### config.mk
export PLATFORM = sky130hd
export DESIGN_NAME = cell_text_type_classifier
export DESIGN_NICKNAME = d
export VERILOG_FILES = /design/src/design/cttc_pkg.sv /design/src/design/cell_text_type_classifier.sv
export SDC_FILE = /design/constraint.sdc
export NUM_CORES = 1
export LEC_CHECK = 0
export BUFFER_PORTS_ARGS = -buffer_cell sky130_fd_sc_hd__buf_4
export CORE_ASPECT_RATIO = 0.8
export CORE_MARGIN = 2
export CORE_UTILIZATION = 45
export CTS_BUF_LIST = sky130_fd_sc_hd__clkbuf_4 sky130_fd_sc_hd__clkbuf_8
export CTS_CLUSTER_DIAMETER = 60
export CTS_CLUSTER_SIZE = 8
export DETAILED_ROUTE_END_ITERATION = 6
export PLACE_DENSITY_LB_ADDON = 0.08
export REMOVE_ABC_BUFFERS = 1
export SLEW_MARGIN = 20
export SYNTH_ARGS = -nofsm -noshare
export SYNTH_HDL_FRONTEND = slang
export SYNTH_SLANG_ARGS = --single-unit
export TNS_END_PERCENT = 5
### constraint.sdc
create_clock -name clk -period 11.7 [get_ports clk]
set_input_delay 2.34 -clock clk [delete_from_list [all_inputs] [get_ports clk]]
set_output_delay 2.34 -clock clk [all_outputs]
set_load 0.01 [all_outputs]
### src/design/cttc_pkg.sv
// Shared types, character codes and helper functions for the cell text type classifier.
`timescale 1ns / 1ps

package cttc_pkg;

  // Type code given for each cell.
  typedef enum logic [2:0] {
    CT_EMPTY   = 3'd0,
    CT_FORMULA = 3'd1,
    CT_STRING  = 3'd2,
    CT_DATE    = 3'd3,
    CT_DOUBLE  = 3'd4,
    CT_INTEGER = 3'd5,
    CT_UNKNOWN = 3'd6
  } cell_type_t;

  // Character codes.
  localparam logic [7:0] CH_NUL    = 8'h00;
  localparam logic [7:0] CH_TAB    = 8'h09;
  localparam logic [7:0] CH_LF     = 8'h0A;
  localparam logic [7:0] CH_CR     = 8'h0D;
  localparam logic [7:0] CH_SPACE  = 8'h20;
  localparam logic [7:0] CH_BANG   = 8'h21;
  localparam logic [7:0] CH_QUOTE  = 8'h22;
  localparam logic [7:0] CH_LPAREN = 8'h28;
  localparam logic [7:0] CH_RPAREN = 8'h29;
  localparam logic [7:0] CH_STAR   = 8'h2A;
  localparam logic [7:0] CH_PLUS   = 8'h2B;
  localparam logic [7:0] CH_DASH   = 8'h2D;
  localparam logic [7:0] CH_DOT    = 8'h2E;
  localparam logic [7:0] CH_SLASH  = 8'h2F;
  localparam logic [7:0] CH_ZERO   = 8'h30;
  localparam logic [7:0] CH_NINE   = 8'h39;
  localparam logic [7:0] CH_LT     = 8'h3C;
  localparam logic [7:0] CH_EQ     = 8'h3D;
  localparam logic [7:0] CH_GT     = 8'h3E;
  localparam logic [7:0] CH_UC_C   = 8'h43;
  localparam logic [7:0] CH_UC_R   = 8'h52;
  localparam logic [7:0] CH_BSLASH = 8'h5C;
  localparam logic [7:0] CH_LC_C   = 8'h63;
  localparam logic [7:0] CH_LC_R   = 8'h72;

  // Bit positions of the quoted-string flags.
  localparam int Q_ALIVE = 0;
  localparam int Q_ESC   = 1;
  localparam int Q_PQ    = 2;

  // Bit positions of the number flags.
  localparam int N_BAD    = 0;
  localparam int N_DOT    = 1;
  localparam int N_BEFORE = 2;
  localparam int N_AFTER  = 3;

  // Date parts, length limits and sizes.
  localparam int NUM_PARTS = 3;
  localparam logic [6:0] TLEN_MAX = 7'd127;
  localparam logic [2:0] PLEN_MAX = 3'd7;
  localparam logic [2:0] PLEN_VAL = 3'd4;
  localparam logic [1:0] DASH_MAX = 2'd3;

  function automatic logic is_blank(input logic [7:0] c);
    is_blank = (c == CH_SPACE) || (c == CH_TAB) || (c == CH_LF) || (c == CH_CR);
  endfunction

  function automatic logic is_digit(input logic [7:0] c);
    is_digit = (c >= CH_ZERO) && (c <= CH_NINE);
  endfunction

  function automatic logic formula_char(input logic [7:0] c);
    formula_char = c inside {[CH_ZERO:CH_NINE], CH_PLUS, CH_DASH, CH_STAR, CH_SLASH,
                             CH_EQ, CH_BANG, CH_LT, CH_GT, CH_DOT, CH_UC_R, CH_LC_R,
                             CH_UC_C, CH_LC_C, CH_LPAREN, CH_RPAREN, CH_SPACE, CH_TAB,
                             CH_LF, CH_CR};
  endfunction

  // One inner byte of the quoted-string test, after the opening quote.
  function automatic logic [2:0] quote_inner(input logic [2:0] f, input logic [7:0] c);
    logic [2:0] r;
    r = f;
    if (f[Q_ALIVE]) begin
      if (f[Q_PQ]) begin
        r = 3'b000;
      end else if (f[Q_ESC]) begin
        r = 3'b001;
      end else if (c == CH_BSLASH) begin
        r = 3'b011;
      end else if (c == CH_QUOTE) begin
        r = 3'b101;
      end
    end
    quote_inner = r;
  endfunction

  // Days in a month (1 to 12) of a common year.
  function automatic logic [4:0] month_days(input logic [3:0] month);
    logic [4:0] d;
    case (month)
      4'd2: begin
        d = 5'd28;
      end
      4'd4, 4'd6, 4'd9, 4'd11: begin
        d = 5'd30;
      end
      default: begin
        d = 5'd31;
      end
    endcase
    month_days = d;
  endfunction

  // Date check for one reading of the three parts.
  function automatic logic valid_date(input logic [13:0] day, input logic [13:0] month,
                                      input logic [13:0] year, input logic leap);
    logic [4:0] maxd;
    maxd = month_days(month[3:0]);
    if (month == 14'd2 && leap) begin
      maxd = 5'd29;
    end
    valid_date = (year != 14'd0) && (month >= 14'd1) && (month <= 14'd12) &&
                 (day != 14'd0) && (day <= 14'(maxd));
  endfunction

endpackage

### src/design/cell_text_type_classifier.sv
// Top level of the cell text type classifier: input register, per-byte update, result register.
`timescale 1ns / 1ps

// Takes the text of one spreadsheet cell a byte per beat, with the final byte marked by
// in_last_byte, and returns one type code per cell (empty, formula, quoted string, date,
// double, integer, unknown). Blanks at both ends are trimmed and a zero byte ends the text.
// One byte is taken every cycle unless the input is stalled: each byte is held in an input
// register, folded into a handful of running flags and small counters by a short piece of
// logic, and the type of a finished cell lands in the result register once its last byte leaves
// the input register. The result register lets the next cell stream in while a type still
// waits; only a second last byte arriving while that type is still stalled holds the input.
module cell_text_type_classifier (
  input  logic       clk,
  input  logic       rst_n,
  input  logic       in_valid,
  output logic       in_stall,
  input  logic [7:0] in_text_byte,
  input  logic       in_last_byte,
  output logic       out_valid,
  input  logic       out_stall,
  output logic [2:0] out_cell_type
);
  import cttc_pkg::*;

  // Input register.
  logic       s1_vld_r, s1_vld_nxt;
  logic [7:0] s1_byte_r;
  logic       s1_last_r;
  logic       s1_go, s1_fire, cell_done;

  // Per-cell state.
  logic       text_ended_r, text_ended_nxt;
  logic       nonspace_r, nonspace_nxt;
  logic       space_pend_r, space_pend_nxt;
  logic       inner_space_r, inner_space_nxt;
  logic [6:0] tlen_r, tlen_nxt;
  logic       formula_ok_r, formula_ok_nxt;
  logic [2:0] quote_r, quote_nxt;
  logic [3:0] num_r, num_nxt;
  logic [1:0] dash_r, dash_nxt;
  logic       date_ok_r, date_ok_nxt;
  logic       first_c;
  logic [3:0] digit_c;

  // Per-part date lanes; last two digits and older values mod 4 feed the leap-year test.
  logic [2:0]  plen_r [0:NUM_PARTS-1];
  logic [2:0]  plen_nxt [0:NUM_PARTS-1];
  logic [13:0] pval_r [0:NUM_PARTS-1];
  logic [13:0] pval_nxt [0:NUM_PARTS-1];
  logic [3:0]  ld_r [0:NUM_PARTS-1];
  logic [3:0]  ld_nxt [0:NUM_PARTS-1];
  logic [3:0]  pd_r [0:NUM_PARTS-1];
  logic [3:0]  pd_nxt [0:NUM_PARTS-1];
  logic [1:0]  m1_r [0:NUM_PARTS-1];
  logic [1:0]  m1_nxt [0:NUM_PARTS-1];
  logic [1:0]  m2_r [0:NUM_PARTS-1];
  logic [1:0]  m2_nxt [0:NUM_PARTS-1];
  logic [NUM_PARTS-1:0] leap_c;

  // Classification and result register.
  logic       pat_c, date_c;
  cell_type_t type_c;
  logic       out_valid_r, out_valid_nxt;
  logic [2:0] out_type_r;

  // A last byte moves on only when the result register is free or being emptied.
  assign s1_go     = !s1_last_r || !out_valid_r || !out_stall;
  assign s1_fire   = s1_vld_r && s1_go;
  assign cell_done = s1_fire && s1_last_r;
  assign in_stall  = s1_vld_r && !s1_go;
  assign s1_vld_nxt = in_stall ? s1_vld_r : in_valid;

  always_ff @(posedge clk) begin
    if (!rst_n) begin
      s1_vld_r <= 1'b0;
    end else begin
      s1_vld_r <= s1_vld_nxt;
    end
  end

  always_ff @(posedge clk) begin
    if (in_valid && !in_stall) begin
      s1_byte_r <= in_text_byte;
      s1_last_r <= in_last_byte;
    end
  end

  // Fold the held byte into the running state.
  assign digit_c = 4'(s1_byte_r - CH_ZERO);

  always_comb begin
    text_ended_nxt  = text_ended_r;
    nonspace_nxt    = nonspace_r;
    space_pend_nxt  = space_pend_r;
    inner_space_nxt = inner_space_r;
    tlen_nxt        = tlen_r;
    formula_ok_nxt  = formula_ok_r;
    quote_nxt       = quote_r;
    num_nxt         = num_r;
    dash_nxt        = dash_r;
    date_ok_nxt     = date_ok_r;
    first_c         = 1'b0;
    for (int i = 0; i < NUM_PARTS; i++) begin
      plen_nxt[i] = plen_r[i];
      pval_nxt[i] = pval_r[i];
      ld_nxt[i]   = ld_r[i];
      pd_nxt[i]   = pd_r[i];
      m1_nxt[i]   = m1_r[i];
      m2_nxt[i]   = m2_r[i];
    end

    if (!text_ended_r) begin
      if (s1_byte_r == CH_NUL) begin
        text_ended_nxt = 1'b1;
      end else if (is_blank(s1_byte_r)) begin
        if (nonspace_r) begin
          space_pend_nxt = 1'b1;
        end
      end else begin
        // Pending blanks turn out to be inner ones.
        if (space_pend_r) begin
          space_pend_nxt  = 1'b0;
          inner_space_nxt = 1'b1;
          quote_nxt       = quote_inner(quote_nxt, CH_SPACE);
          if (tlen_nxt < TLEN_MAX) begin
            tlen_nxt = tlen_nxt + 7'd1;
          end
        end
        first_c = (tlen_nxt == 7'd0);

        // Formula test.
        if (first_c) begin
          formula_ok_nxt = (s1_byte_r == CH_EQ);
        end else if (!formula_char(s1_byte_r)) begin
          formula_ok_nxt = 1'b0;
        end

        // Quoted-string test.
        if (first_c) begin
          quote_nxt = (s1_byte_r == CH_QUOTE) ? 3'b001 : 3'b000;
        end else begin
          quote_nxt = quote_inner(quote_nxt, s1_byte_r);
        end

        // Date parts.
        if (s1_byte_r == CH_DASH) begin
          if (dash_r < DASH_MAX) begin
            dash_nxt = dash_r + 2'd1;
          end
        end else if (is_digit(s1_byte_r)) begin
          for (int i = 0; i < NUM_PARTS; i++) begin
            if (dash_r == 2'(i)) begin
              if (plen_r[i] < PLEN_MAX) begin
                plen_nxt[i] = plen_r[i] + 3'd1;
              end
              if (plen_nxt[i] <= PLEN_VAL) begin
                pval_nxt[i] = pval_r[i] * 14'd10 + 14'(digit_c);
                ld_nxt[i]   = digit_c;
                pd_nxt[i]   = ld_r[i];
                m1_nxt[i]   = pval_r[i][1:0];
                m2_nxt[i]   = m1_r[i];
              end
            end
          end
        end else begin
          date_ok_nxt = 1'b0;
        end

        // Number test.
        if (first_c && (s1_byte_r == CH_PLUS || s1_byte_r == CH_DASH)) begin
          num_nxt = num_r;
        end else if (is_digit(s1_byte_r)) begin
          if (num_r[N_DOT]) begin
            num_nxt[N_AFTER] = 1'b1;
          end else begin
            num_nxt[N_BEFORE] = 1'b1;
          end
        end else if (s1_byte_r == CH_DOT && !num_r[N_DOT]) begin
          num_nxt[N_DOT] = 1'b1;
        end else begin
          num_nxt[N_BAD] = 1'b1;
        end

        nonspace_nxt = 1'b1;
        if (tlen_nxt < TLEN_MAX) begin
          tlen_nxt = tlen_nxt + 7'd1;
        end
      end
    end
  end

  // Leap year per part: divisible by 4 and not by 100, or by 400.
  always_comb begin
    for (int i = 0; i < NUM_PARTS; i++) begin
      leap_c[i] = ((pval_nxt[i][1:0] == 2'd0) && !(ld_nxt[i] == 4'd0 && pd_nxt[i] == 4'd0)) ||
                  ((ld_nxt[i] == 4'd0) && (pd_nxt[i] == 4'd0) && (m2_nxt[i] == 2'd0));
    end
  end

  // Date: two dashes, 2-2-4 or 4-2-2 digits, valid under either reading.
  assign pat_c = (plen_nxt[0] == 3'd2 && plen_nxt[1] == 3'd2 && plen_nxt[2] == 3'd4) ||
                 (plen_nxt[0] == 3'd4 && plen_nxt[1] == 3'd2 && plen_nxt[2] == 3'd2);
  assign date_c = (dash_nxt == 2'd2) && date_ok_nxt && !inner_space_nxt && pat_c &&
                  (valid_date(pval_nxt[2], pval_nxt[1], pval_nxt[0], leap_c[0]) ||
                   valid_date(pval_nxt[0], pval_nxt[1], pval_nxt[2], leap_c[2]));

  // Priority order of the type tests.
  always_comb begin
    if (!nonspace_nxt) begin
      type_c = CT_EMPTY;
    end else if (formula_ok_nxt && tlen_nxt >= 7'd2) begin
      type_c = CT_FORMULA;
    end else if (quote_nxt[Q_ALIVE] && quote_nxt[Q_PQ]) begin
      type_c = CT_STRING;
    end else if (date_c) begin
      type_c = CT_DATE;
    end else if (!inner_space_nxt && !num_nxt[N_BAD] && num_nxt[N_DOT] &&
                 num_nxt[N_BEFORE] && num_nxt[N_AFTER]) begin
      type_c = CT_DOUBLE;
    end else if (!inner_space_nxt && !num_nxt[N_BAD] && !num_nxt[N_DOT] &&
                 num_nxt[N_BEFORE]) begin
      type_c = CT_INTEGER;
    end else begin
      type_c = CT_UNKNOWN;
    end
  end

  // State registers; a finished cell puts them back to their start values.
  always_ff @(posedge clk) begin
    if (!rst_n || cell_done) begin
      text_ended_r  <= 1'b0;
      nonspace_r    <= 1'b0;
      space_pend_r  <= 1'b0;
      inner_space_r <= 1'b0;
      tlen_r        <= 7'd0;
      formula_ok_r  <= 1'b1;
      quote_r       <= 3'b000;
      num_r         <= 4'b0000;
      dash_r        <= 2'd0;
      date_ok_r     <= 1'b1;
      for (int i = 0; i < NUM_PARTS; i++) begin
        plen_r[i] <= 3'd0;
        pval_r[i] <= 14'd0;
        ld_r[i]   <= 4'd0;
        pd_r[i]   <= 4'd0;
        m1_r[i]   <= 2'd0;
        m2_r[i]   <= 2'd0;
      end
    end else if (s1_fire) begin
      text_ended_r  <= text_ended_nxt;
      nonspace_r    <= nonspace_nxt;
      space_pend_r  <= space_pend_nxt;
      inner_space_r <= inner_space_nxt;
      tlen_r        <= tlen_nxt;
      formula_ok_r  <= formula_ok_nxt;
      quote_r       <= quote_nxt;
      num_r         <= num_nxt;
      dash_r        <= dash_nxt;
      date_ok_r     <= date_ok_nxt;
      for (int i = 0; i < NUM_PARTS; i++) begin
        plen_r[i] <= plen_nxt[i];
        pval_r[i] <= pval_nxt[i];
        ld_r[i]   <= ld_nxt[i];
        pd_r[i]   <= pd_nxt[i];
        m1_r[i]   <= m1_nxt[i];
        m2_r[i]   <= m2_nxt[i];
      end
    end
  end

  // Result register.
  always_comb begin
    if (cell_done) begin
      out_valid_nxt = 1'b1;
    end else if (!out_stall) begin
      out_valid_nxt = 1'b0;
    end else begin
      out_valid_nxt = out_valid_r;
    end
  end

  always_ff @(posedge clk) begin
    if (!rst_n) begin
      out_valid_r <= 1'b0;
    end else begin
      out_valid_r <= out_valid_nxt;
    end
  end

  always_ff @(posedge clk) begin
    if (cell_done) begin
      out_type_r <= 3'(type_c);
    end
  end

  assign out_valid     = out_valid_r;
  assign out_cell_type = out_type_r;

`ifndef SYNTHESIS
  // The input only waits on a last byte blocked by an unread result.
  a_stall_cause: assert property (@(posedge clk) disable iff (!rst_n)
    in_stall |-> (s1_vld_r && s1_last_r && out_valid_r && out_stall))
    else $error("input stalled without a blocked result");

  // A finished cell always leaves a result in the output register.
  a_result_loaded: assert property (@(posedge clk) disable iff (!rst_n)
    cell_done |=> out_valid_r)
    else $error("finished cell left no result");

  // A finished cell restarts the running state.
  a_state_restart: assert property (@(posedge clk) disable iff (!rst_n)
    cell_done |=> (tlen_r == 7'd0 && !nonspace_r && !text_ended_r && dash_r == 2'd0))
    else $error("cell state not restarted");

  // The trimmed length counts kept bytes, so it is nonzero exactly after a non-blank byte.
  a_len_nonspace: assert property (@(posedge clk) disable iff (!rst_n)
    nonspace_r == (tlen_r != 7'd0))
    else $error("length and non-blank flag disagree");

  // Blanks are held as pending only after some non-blank byte.
  a_pend_after_text: assert property (@(posedge clk) disable iff (!rst_n)
    space_pend_r |-> nonspace_r)
    else $error("leading blank held as pending");
`endif

endmodule

==> flow_metrics.tcl, run 1 <==
set metrics [dict create \
    status "complete, no violations" \
    initial_core_util_pct 46.1 \
    htreeDepth 3 \
    cts.sinks 111 \
    power_density_mw_per_mm2 95.8 \
    core_area_mm2 0.0199 \
    yosys_warnings 0 \
    gr-total-overflow 0 \
    ys_top_cells_by_count "130 x nand2_1, 115 x nor2_1, 87 x edfxtp_1" \
    cts_tree "done" \
    clock-root-buffer "clkbuf_8" \
    die-area_mm2 0.0216 \
    pre_cts_slack_ns 6.31 \
    vias_per_cell 5.76 \
    critPathMaxFanout 5 \
    ys_ff_latch 111 \
    cts_hold_buf 0 \
    post_cts_buffers 0 \
    clock_path_buffers 2 \
    dr.first_iter.drc_count 583 \
    io_pins 18 \
    die_y_um 132 \
    final_antenna_net_count 0 \
    clk_pin_slew_ns 0.12 \
    reg2reg_slack_ns 6.32 \
    cts_resized 0 \
    synthTopCellsByArea "edfxtp_1 28%, ha_1 10%, nand2_1 5.3%" \
    maxSlewViolCount 0 \
    crit_buf_inv 1 \
    grt_start_max_net_pins 60 \
    hold_path_class "reg -> reg" \
    syn_inst 1040 \
    synth_area_mm2 0.00919 \
    finalWirelength_mm 22.2 \
    die_w_um 164 \
    worst_slack_ns 6.32 \
    grt_pass1_vias 6669 \
    timing.setup.tns_ns 0 \
    critPathKind "reg -> reg" \
    grt_pass1_wl_mm 36.2 \
    num_vias 7551 \
    grt_setup_unrepaired "false" \
    hold_viol 0 \
    max_freq_ghz 0.186 \
    synth_top_area_share_pct 28.4 \
    maxSlewHeadroom_pct 43.5 \
    dp_hpwl_mm 16.4 \
    portBuffers 17 \
    yosysUniqueCellTypes 99 \
    grt_usage_pct 21.0 \
    critPathMostFrequentCell "ha_1" \
    yosys.area.top_type "edfxtp_1" \
    synth_edf_count 87 \
    num_antenna_cells 0 \
    path_cells "ha_1 -> ha_1 -> inv_1 -> fa_1 -> xor2_1 -> or3b_1 -> nor2_1 -> nand3_1 -> xor2_1 -> o311ai_1 -> nand4b_1 -> nor4_1 -> a21o_1 -> ha_1 -> nor2b_1 -> o21ai_0 -> a211oi_1 -> a211oi_1 -> nand4_1 -> o22ai_1 -> o2111ai_2 -> and3b_1" \
    synth_ff_type "edfxtp_1" \
    critical-path-max-stage-delay_ns 0.50 \
    endpoint_kind "flop" \
    seq_area_frac_synth_pct 33.7 \
    layout-drive-gt1-share_pct 7.74 \
    syn_to_final_growth_pct 6.29 \
    drc 0 \
    min_period_ns 5.38 \
    row_count 46 \
    numCtsBuffers 9 \
    vdd_drop_max_mv 0.0501 \
    fin_crit_sh_pct 46.0 \
    p_leak_nw 3.61 \
    setup_violations 0 \
    cp_slowest_cell "nor4_1" \
    worst_pin_slew_ns 0.844 \
    clk_latency_ns 0.40 \
    syn_avg_cell_area_um2 8.84 \
    fin_worst_skew_ns 0.0143 \
    crit_required_ns 11.86 \
    drt-wirelength-per-cell_um 16.9 \
    crit_family "simple AND/OR/NAND/NOR gates" \
    grt_antenna_before_repair 0 \
    crit_path_start_kind "flop" \
    nets 1137 \
    yosysMostFrequentCell "nand2_1" \
    max-cap-violations 0 \
    place.gp.congestion 0.810 \
    first_pass_iters 6 \
    synthArstFlopShare_pct 0 \
    crit_arrival_ns 5.54 \
]
layout make-up:
type | count | area (um^2)
fill | 1954 | 10100
multi-input combinational | 861 | 5830
sequential | 111 | 3090
tap | 264 | 330
timing repair buffer | 26 | 195
clock buffer | 10 | 131
inverter | 33 | 124
clock inverter | 6 | 61.3
worst min-delay path: cells and delay by family, from the launching register on:
family	cells	cell delay, ns
and+or+nand+nor	2	0.12
DFF	1	0.36
final timing paths:
| check | start | cells past startpoint | end |
|---|---|---|---|
| max reg2reg | pval_r[0][15] | 22 | out_cell_type[2] |
| min | num_r[2] | 2 | num_r[2] |
| min reg2reg | num_r[2] | 2 | num_r[2] |
| max | pval_r[0][15] | 22 | out_cell_type[2] |
metrics by stage:
stage                     cell area (um^2)  hold WS [ns]  utilization [%]  cells  power (mW)
after floorplan                       9050         0.435                -   1005       0.651
after global placement                9570         0.460             48.1   1295       0.708
after detailed placement              9570         0.473             48.1   1295       0.708
after CTS                             9770         0.499             49.0   1311       0.944
after global routing                  9770         0.517             49.0   1311       0.991
final                                 9770         0.500             49.0   1311       0.936
cells in the final DEF (no fill, tap or decap), types with 24 or more instances in the layout:
master / count
nor3_1: 39
o21ai_0: 40
inv_1: 32
xnor2_1: 26
ha_1: 76
a21oi_1: 76
nand2_1: 129
nor2_1: 115
dfxtp_1: 24
edfxtp_1: 87
buf_4: 26
registers in the layout, indices dropped and copies added (netlist names), 2 cells and up:
name	cells
dash_r	2
ld_r	8
m1_r	4
m2_r	4
num_r	4
out_cell_type	3
pd_r	8
plen_r	9
pval_r	42
quote_r	3
s1_byte_r	8
tlen_r	7
where the power goes:
part	switching [mW]	total, mW	internal (mW)	leakage [nW]
combinational	0.138	0.231	0.0936	2.40
sequential	0.0239	0.470	0.446	1.11
clock	0.149	0.235	0.0857	0.0960
per-layer routing:
layer | GRT usage, % | part of all wire (%) | vias up
li1 | - | - | 3904
met1 | 34.8 | 55 | 3476
met2 | 28.2 | 40 | 158
met3 | 3.33 | 4.5 | 13
met4 | 4.04 | 0.84 | 0
met5 | 0 | 0 | -
cell families (layout without fill, tap and decap cells):
logic type | Yosys count | count (layout) | synth area share (%)
flops | 111 | 111 | 33.7
compound gates | 278 | 278 | 20.8
mux | 12 | 12 | 1.32
simple gates | 439 | 439 | 24.5
xor+xnor | 50 | 50 | 5.17
fa+ha+maj | 82 | 82 | 11.7
buf+inv | 68 | 75 | 2.90
No activity file was read; power rests on OpenSTA's default activity.
==> run 2: changes to the inputs <==
- clock period: 11.7 -> 4.6 ns (I/O delays scaled with it)
==> run 2 against run 1 <==
Compared with the run above:
- critical endpoint unchanged
- largest power group unchanged
- the flow now finishes with violations (negative setup slack)
- sequential share of layout area is 1.9 points lower
- first-iteration DRC count is 6.3% higher
- global-route usage is 1.4 points higher
- final cell count is 5.7% higher
- highest routed layer unchanged
==> flow_metrics.tcl, run 2 (synthesis results as in run 1) <==
set metrics [dict create \
    min_period_ns 4.94 \
    die_y_um 132 \
    clock_path_buffers 2 \
    critPathKind "reg -> reg" \
    crit_path_end "out_cell_type[2]" \
    reg2reg_depth 23 \
    reg_top3 "pval_r: 42 flops, plen_r: 9 flops" \
    reg2reg_slack_ns -0.34 \
    clk_pin_slew_ns 0.12 \
    vias_per_cell 5.79 \
    path_cells "ha_1 -> ha_2 -> inv_2 -> fa_2 -> xor2_1 -> or3b_4 -> nand2b_4 -> nor3b_4 -> buf_4 -> a31o_2 -> a31oi_2 -> nand4b_1 -> nor4_2 -> a21o_1 -> ha_1 -> nor2b_1 -> o21ai_2 -> a211oi_1 -> a211oi_1 -> nand4_1 -> o22ai_1 -> o2111ai_2 -> and3b_1" \
    max_freq_ghz 0.202 \
    num_vias 8025 \
    place.gp.congestion 0.814 \
    p_leak_nw 4.00 \
    crit_arrival_ns 5.09 \
    portBuffers 17 \
    reg2reg_from "pval_r[0][17]" \
    grt_antenna_before_repair 0 \
    worst_pin_slew_ns 0.751 \
    max-cap-violations 0 \
    syn_to_final_growth_pct 13.2 \
    p_sw_share_pct 33.3 \
    htreeDepth 3 \
    crit_required_ns 4.76 \
    endpoint_kind "flop" \
    top_register "pval_r" \
    num_antenna_cells 0 \
    critPathLaunch "pval_r[0][17]" \
    critical-path-max-stage-delay_ns 0.42 \
    core_area_mm2 0.0199 \
    dr.first_iter.drc_count 620 \
    final_antenna_net_count 0 \
    finalWirelength_mm 23.5 \
    p_clk_share_pct 24.1 \
    cp_slowest_cell "edfxtp_1" \
    fin_crit_sh_pct 107 \
    clock-root-buffer "clkbuf_8" \
    power_density_mw_per_mm2 236 \
    vdd_drop_max_mv 0.162 \
    row_count 46 \
    io_pins 18 \
    numCtsBuffers 9 \
    grt_start_max_net_pins 38 \
    power_frac_comb_pct 27.7 \
    maxSlewHeadroom_pct 49.7 \
    gr-total-overflow 0 \
    die_w_um 164 \
    drc 0 \
    cts_tree "done" \
    nets 1212 \
    crit_path_start_kind "flop" \
    timing.setup.tns_ns -0.992 \
    grt_setup_unrepaired "true" \
    layout_commonest_cell "nand2_1" \
    maxSlewViolCount 0 \
    fin_worst_skew_ns 0.0130 \
    grt_usage_pct 22.4 \
    initial_core_util_pct 46.1 \
    hold_path_class "reg -> reg" \
    worst_slack_ns -0.339 \
    violations "negative setup slack" \
    dp_hpwl_mm 17.7 \
    grt_pass1_vias 7440 \
    largest_reg_flops 42 \
    cts_hold_buf 0 \
    hold_viol 0 \
    clk_latency_ns 0.40 \
    critPathMaxFanout 3 \
    setup_violations 3 \
    sequentialPowerShare_pct 48.3 \
    p_int_mw 1.64 \
    drt-wirelength-per-cell_um 16.9 \
    grt_pass1_wl_mm 39.0 \
    final_cell_mix "129 x nand2_1, 114 x nor2_1, 100 x buf_4, 87 x edfxtp_1" \
    netSwitchingPower_mw 0.818 \
    layout-drive-gt1-share_pct 15.1 \
    status "complete, but fails checks" \
    cts.sinks 111 \
    first_pass_iters 5 \
    die-area_mm2 0.0216 \
    place_inst 1365 \
    timing.rr.end "out_cell_type[2]" \
    final_cells 1386 \
]
[run 2: changes by cell type in the layout (fill, tap and decap cells not counted), moves of 2 or more]
cell      change
buf_4        +74
clkinv_4      +3
inv_6         -3
o21ai_0       -2
[run 2: critical path: cells and delay by family (launching register included)]
family	cells	cell delay, ns
AOI/OAI and AO/OA	8	1.24
and+or+nand+nor	8	1.74
DFF	1	0.42
adders and majority gates	4	0.97
buffers and inverters	2	0.18
xor gates and xnor gates	1	0.17
[run 2: layout make-up]
type	instances	area, um^2
fill	1940	9510
multi-input combinational	861	5890
sequential	111	3090
timing repair buffer	101	771
tap	264	330
clock buffer	9	124
inverter	33	124
clock inverter	7	68.8
[run 2: routing by layer]
| layer | GRT usage [%] | vias up | routed length, um |
|---|---|---|---|
| met5 | 0 | - | 0 |
| met4 | 3.90 | 0 | 189 |
| met3 | 3.96 | 11 | 1170 |
| met2 | 32.3 | 176 | 9850 |
| met1 | 35.3 | 3789 | 12300 |
| li1 | - | 4049 | - |
[run 2: worst min path at each step]
stage	endpoint	cells past startpoint	start
6_report	date_ok_r	2	date_ok_r
5_1_grt	num_r[3]	2	num_r[3]
4_1_cts	date_ok_r	2	date_ok_r
3_5_place_dp	num_r[3]	2	num_r[3]
3_3_place_gp	num_r[3]	2	num_r[3]
2_1_floorplan	date_ok_r	2	date_ok_r
[run 2: stage by stage]
step	instance area, um^2	utilization (%)	hold slack, ns	setup slack [ns]	total power, mW
global placement	10100	50.8	0.452	-0.364	1.86
CTS	10400	52.2	0.496	-0.323	2.46
global route	10400	52.2	0.514	-0.597	2.60
detailed placement	10100	50.8	0.467	-0.551	1.87
floorplan	9050	-	0.435	-0.00336	1.66
finish	10400	52.2	0.494	-0.339	2.45
[run 2: power groups by stage]
stage          registers, mW  logic [mW]  clock network, mW
3_5_place_dp            1.21       0.660                  0
6_report                1.18       0.679              0.591
3_3_place_gp            1.21       0.655                  0
4_1_cts                 1.18       0.674              0.606
5_1_grt                 1.19       0.763              0.643
2_1_floorplan           1.20       0.456                  0
[run 2: timing repair]
action / in CTS / in global routing
pin swaps: 13 / 1
cloned: 0 / 0
setup endpoints to repair: 3 / 3
setup buffers: 5 / 1
resized for setup: 14 / 2
==> run 3: changes to the inputs <==
- ABC_AREA: unset -> 1
==> run 3 against run 2 <==
Compared with the run above:
- the run now ends clean
- total power fell by 0.53%
- register-to-register slack improved by 0.62 ns
- non-clock buffer count fell by 57
- via count grew 8.9%
- die area is 5.0% higher
- critical endpoint is now out_cell_type[1]
==> flow_metrics.tcl, run 3 <==
set metrics [dict create \
    status "complete, no violations" \
    crit_required_ns 4.77 \
    die-area_mm2 0.0227 \
    htreeDepth 3 \
    fin_worst_skew_ns 0.0168 \
    io_pins 18 \
    clk_pin_slew_ns 0.12 \
    netSwitchingPower_mw 0.857 \
    setup_violations 0 \
    layout_commonest_cell "nand2_1" \
    gr-total-overflow 0 \
    drt-wirelength-per-cell_um 14.0 \
    p_clk_share_pct 23.8 \
    syn_inst 1400 \
    vdd_drop_max_mv 0.142 \
    reg2reg_slack_ns 0.28 \
    dp_hpwl_mm 18.2 \
    grt_start_max_net_pins 79 \
    p_leak_nw 5.22 \
    finalWirelength_mm 23.9 \
    clk_latency_ns 0.40 \
    crit_arrival_ns 4.50 \
    nets 1526 \
    dr.first_iter.drc_count 572 \
    top_register "pval_r" \
    place.gp.congestion 0.857 \
    hold_path_class "reg -> reg" \
    ys_ff_latch 111 \
    worst_slack_ns 0.278 \
    p_sw_share_pct 35.1 \
    final_antenna_net_count 0 \
    yosysMostFrequentCell "nand2_1" \
    num_antenna_cells 0 \
    syn_avg_cell_area_um2 6.90 \
    yosys.area.top_type "edfxtp_1" \
    grt_usage_pct 21.4 \
    grt_pass1_vias 7768 \
    critPathMaxFanout 3 \
    num_vias 8738 \
    synth_top_area_share_pct 27.0 \
    portBuffers 17 \
    drc 0 \
    reg_top3 "pval_r: 42 flops, plen_r: 9 flops" \
    die_w_um 168 \
    critPathMostFrequentCell "nand3_1" \
    timing.setup.tns_ns 0 \
    critPathKind "reg -> reg" \
    grt_pass1_wl_mm 39.0 \
    synthArstFlopShare_pct 0 \
    p_int_mw 1.58 \
    first_pass_iters 5 \
    yosysUniqueCellTypes 56 \
    crit_path_start_kind "flop" \
    largest_reg_flops 42 \
    power_frac_comb_pct 27.9 \
    clock-root-buffer "clkbuf_8" \
    synth_ff_type "edfxtp_1" \
    cts.sinks 111 \
    worst_pin_slew_ns 0.996 \
    sequentialPowerShare_pct 48.3 \
    vias_per_cell 5.12 \
    initial_core_util_pct 46.3 \
    layout-drive-gt1-share_pct 9.40 \
    synthTopCellsByArea "edfxtp_1 27%, nand2_1 17%, ha_1 9.8%" \
    min_period_ns 4.32 \
    critical-path-max-stage-delay_ns 0.44 \
    synth_edf_count 87 \
    endpoint_kind "flop" \
    core_area_mm2 0.0209 \
    placed_area_mm2 0.0102 \
    cts_tree "done" \
    final_cell_mix "427 x nand2_1, 182 x inv_1, 162 x nor2_1, 103 x nand3_1, 87 x edfxtp_1" \
    fin_worst_hold_slack_ns 0.478 \
    maxSlewViolCount 0 \
    finalInstanceArea_mm2 0.0105 \
    power_density_mw_per_mm2 233 \
    cts_hold_buf 0 \
    seq_area_frac_synth_pct 32.0 \
    syn_to_final_growth_pct 8.53 \
    max_freq_ghz 0.231 \
    ys_top_cells_by_count "431 x nand2_1, 184 x inv_1, 169 x nor2_1" \
    yosys_warnings 0 \
    grt_antenna_before_repair 0 \
    hold_viol 0 \
    maxSlewHeadroom_pct 33.3 \
    synth_area_mm2 0.00966 \
    fin_crit_sh_pct 93.9 \
    pre_cts_slack_ns 0.0972 \
    die_y_um 135 \
    grt_setup_unrepaired "true" \
    numCtsBuffers 9 \
    clock_path_buffers 2 \
    cp_slowest_cell "fa_1" \
    row_count 47 \
    max-cap-violations 0 \
]
-- run 3: per-layer routing --
| layer | share of wire, % | vias up | global-route usage [%] |
|---|---|---|---|
| li1 | - | 4626 | - |
| met1 | 55 | 3935 | 33.5 |
| met2 | 40 | 161 | 31.2 |
| met3 | 3.8 | 16 | 2.84 |
| met4 | 0.99 | 0 | 4.25 |
| met5 | 0 | - | 0 |
-- run 3: cells by family after synthesis --
family | after synthesis | synth area share [%]
compound gates | 160 | 9.36
xor+xnor | 25 | 2.27
fa+ha+maj | 82 | 11.1
buf+inv | 220 | 9.00
flops | 111 | 32.0
mux | 10 | 1.05
simple gates | 792 | 35.2
-- run 3: per-stage QoR --
step,cells,util (%),total power [mW]
3_3_place_gp,1684,48.8,1.86
6_report,1705,50.2,2.44
4_1_cts,1700,49.7,2.44
5_1_grt,1705,50.2,2.60
3_5_place_dp,1684,48.8,1.86
2_1_floorplan,1376,-,1.69
-- run 3: critical path: cells and delay by family, from the launching register on --
| kind | cells | cell delay [ns] |
|---|---|---|
| simple gates | 13 | 1.38 |
| fa+ha+maj | 4 | 1.18 |
| compound gates | 5 | 0.72 |
| flops | 1 | 0.41 |
| xor+xnor | 1 | 0.22 |
| buf+inv | 3 | 0.17 |
-- run 3: final timing paths --
kind,startpoint,endpoint,cells past startpoint
max,pval_r[0][15],out_cell_type[1],26
max reg2reg,pval_r[0][15],out_cell_type[1],26
min reg2reg,inner_space_r,inner_space_r,2
min,inner_space_r,inner_space_r,2
-- run 3: cell type report --
| type | count | area [um^2] |
|---|---|---|
| Clock inverter | 7 | 53.8 |
| Inverter | 196 | 738 |
| Sequential cell | 111 | 3090 |
| Multi-Input combinational cell | 1069 | 5790 |
| Fill cell | 2119 | 10400 |
| Timing Repair Buffer | 44 | 355 |
| Clock buffer | 9 | 124 |
| Tap cell | 269 | 337 |
-- run 3: repair_timing --
item                                    in CTS  in global routing
gates resized for setup                      0                 25
endpoints found under the setup margin       0                  3
setup buffers                                0                  5
-- run 3: power by group through the flow --
| stage | registers [mW] | logic [mW] | clock network (mW) |
|---|---|---|---|
| floorplan | 1.19 | 0.495 | 0 |
| global placement | 1.20 | 0.654 | 0 |
| detailed placement | 1.20 | 0.655 | 0 |
| CTS | 1.18 | 0.660 | 0.599 |
| global route | 1.19 | 0.780 | 0.630 |
| finish | 1.18 | 0.681 | 0.581 |
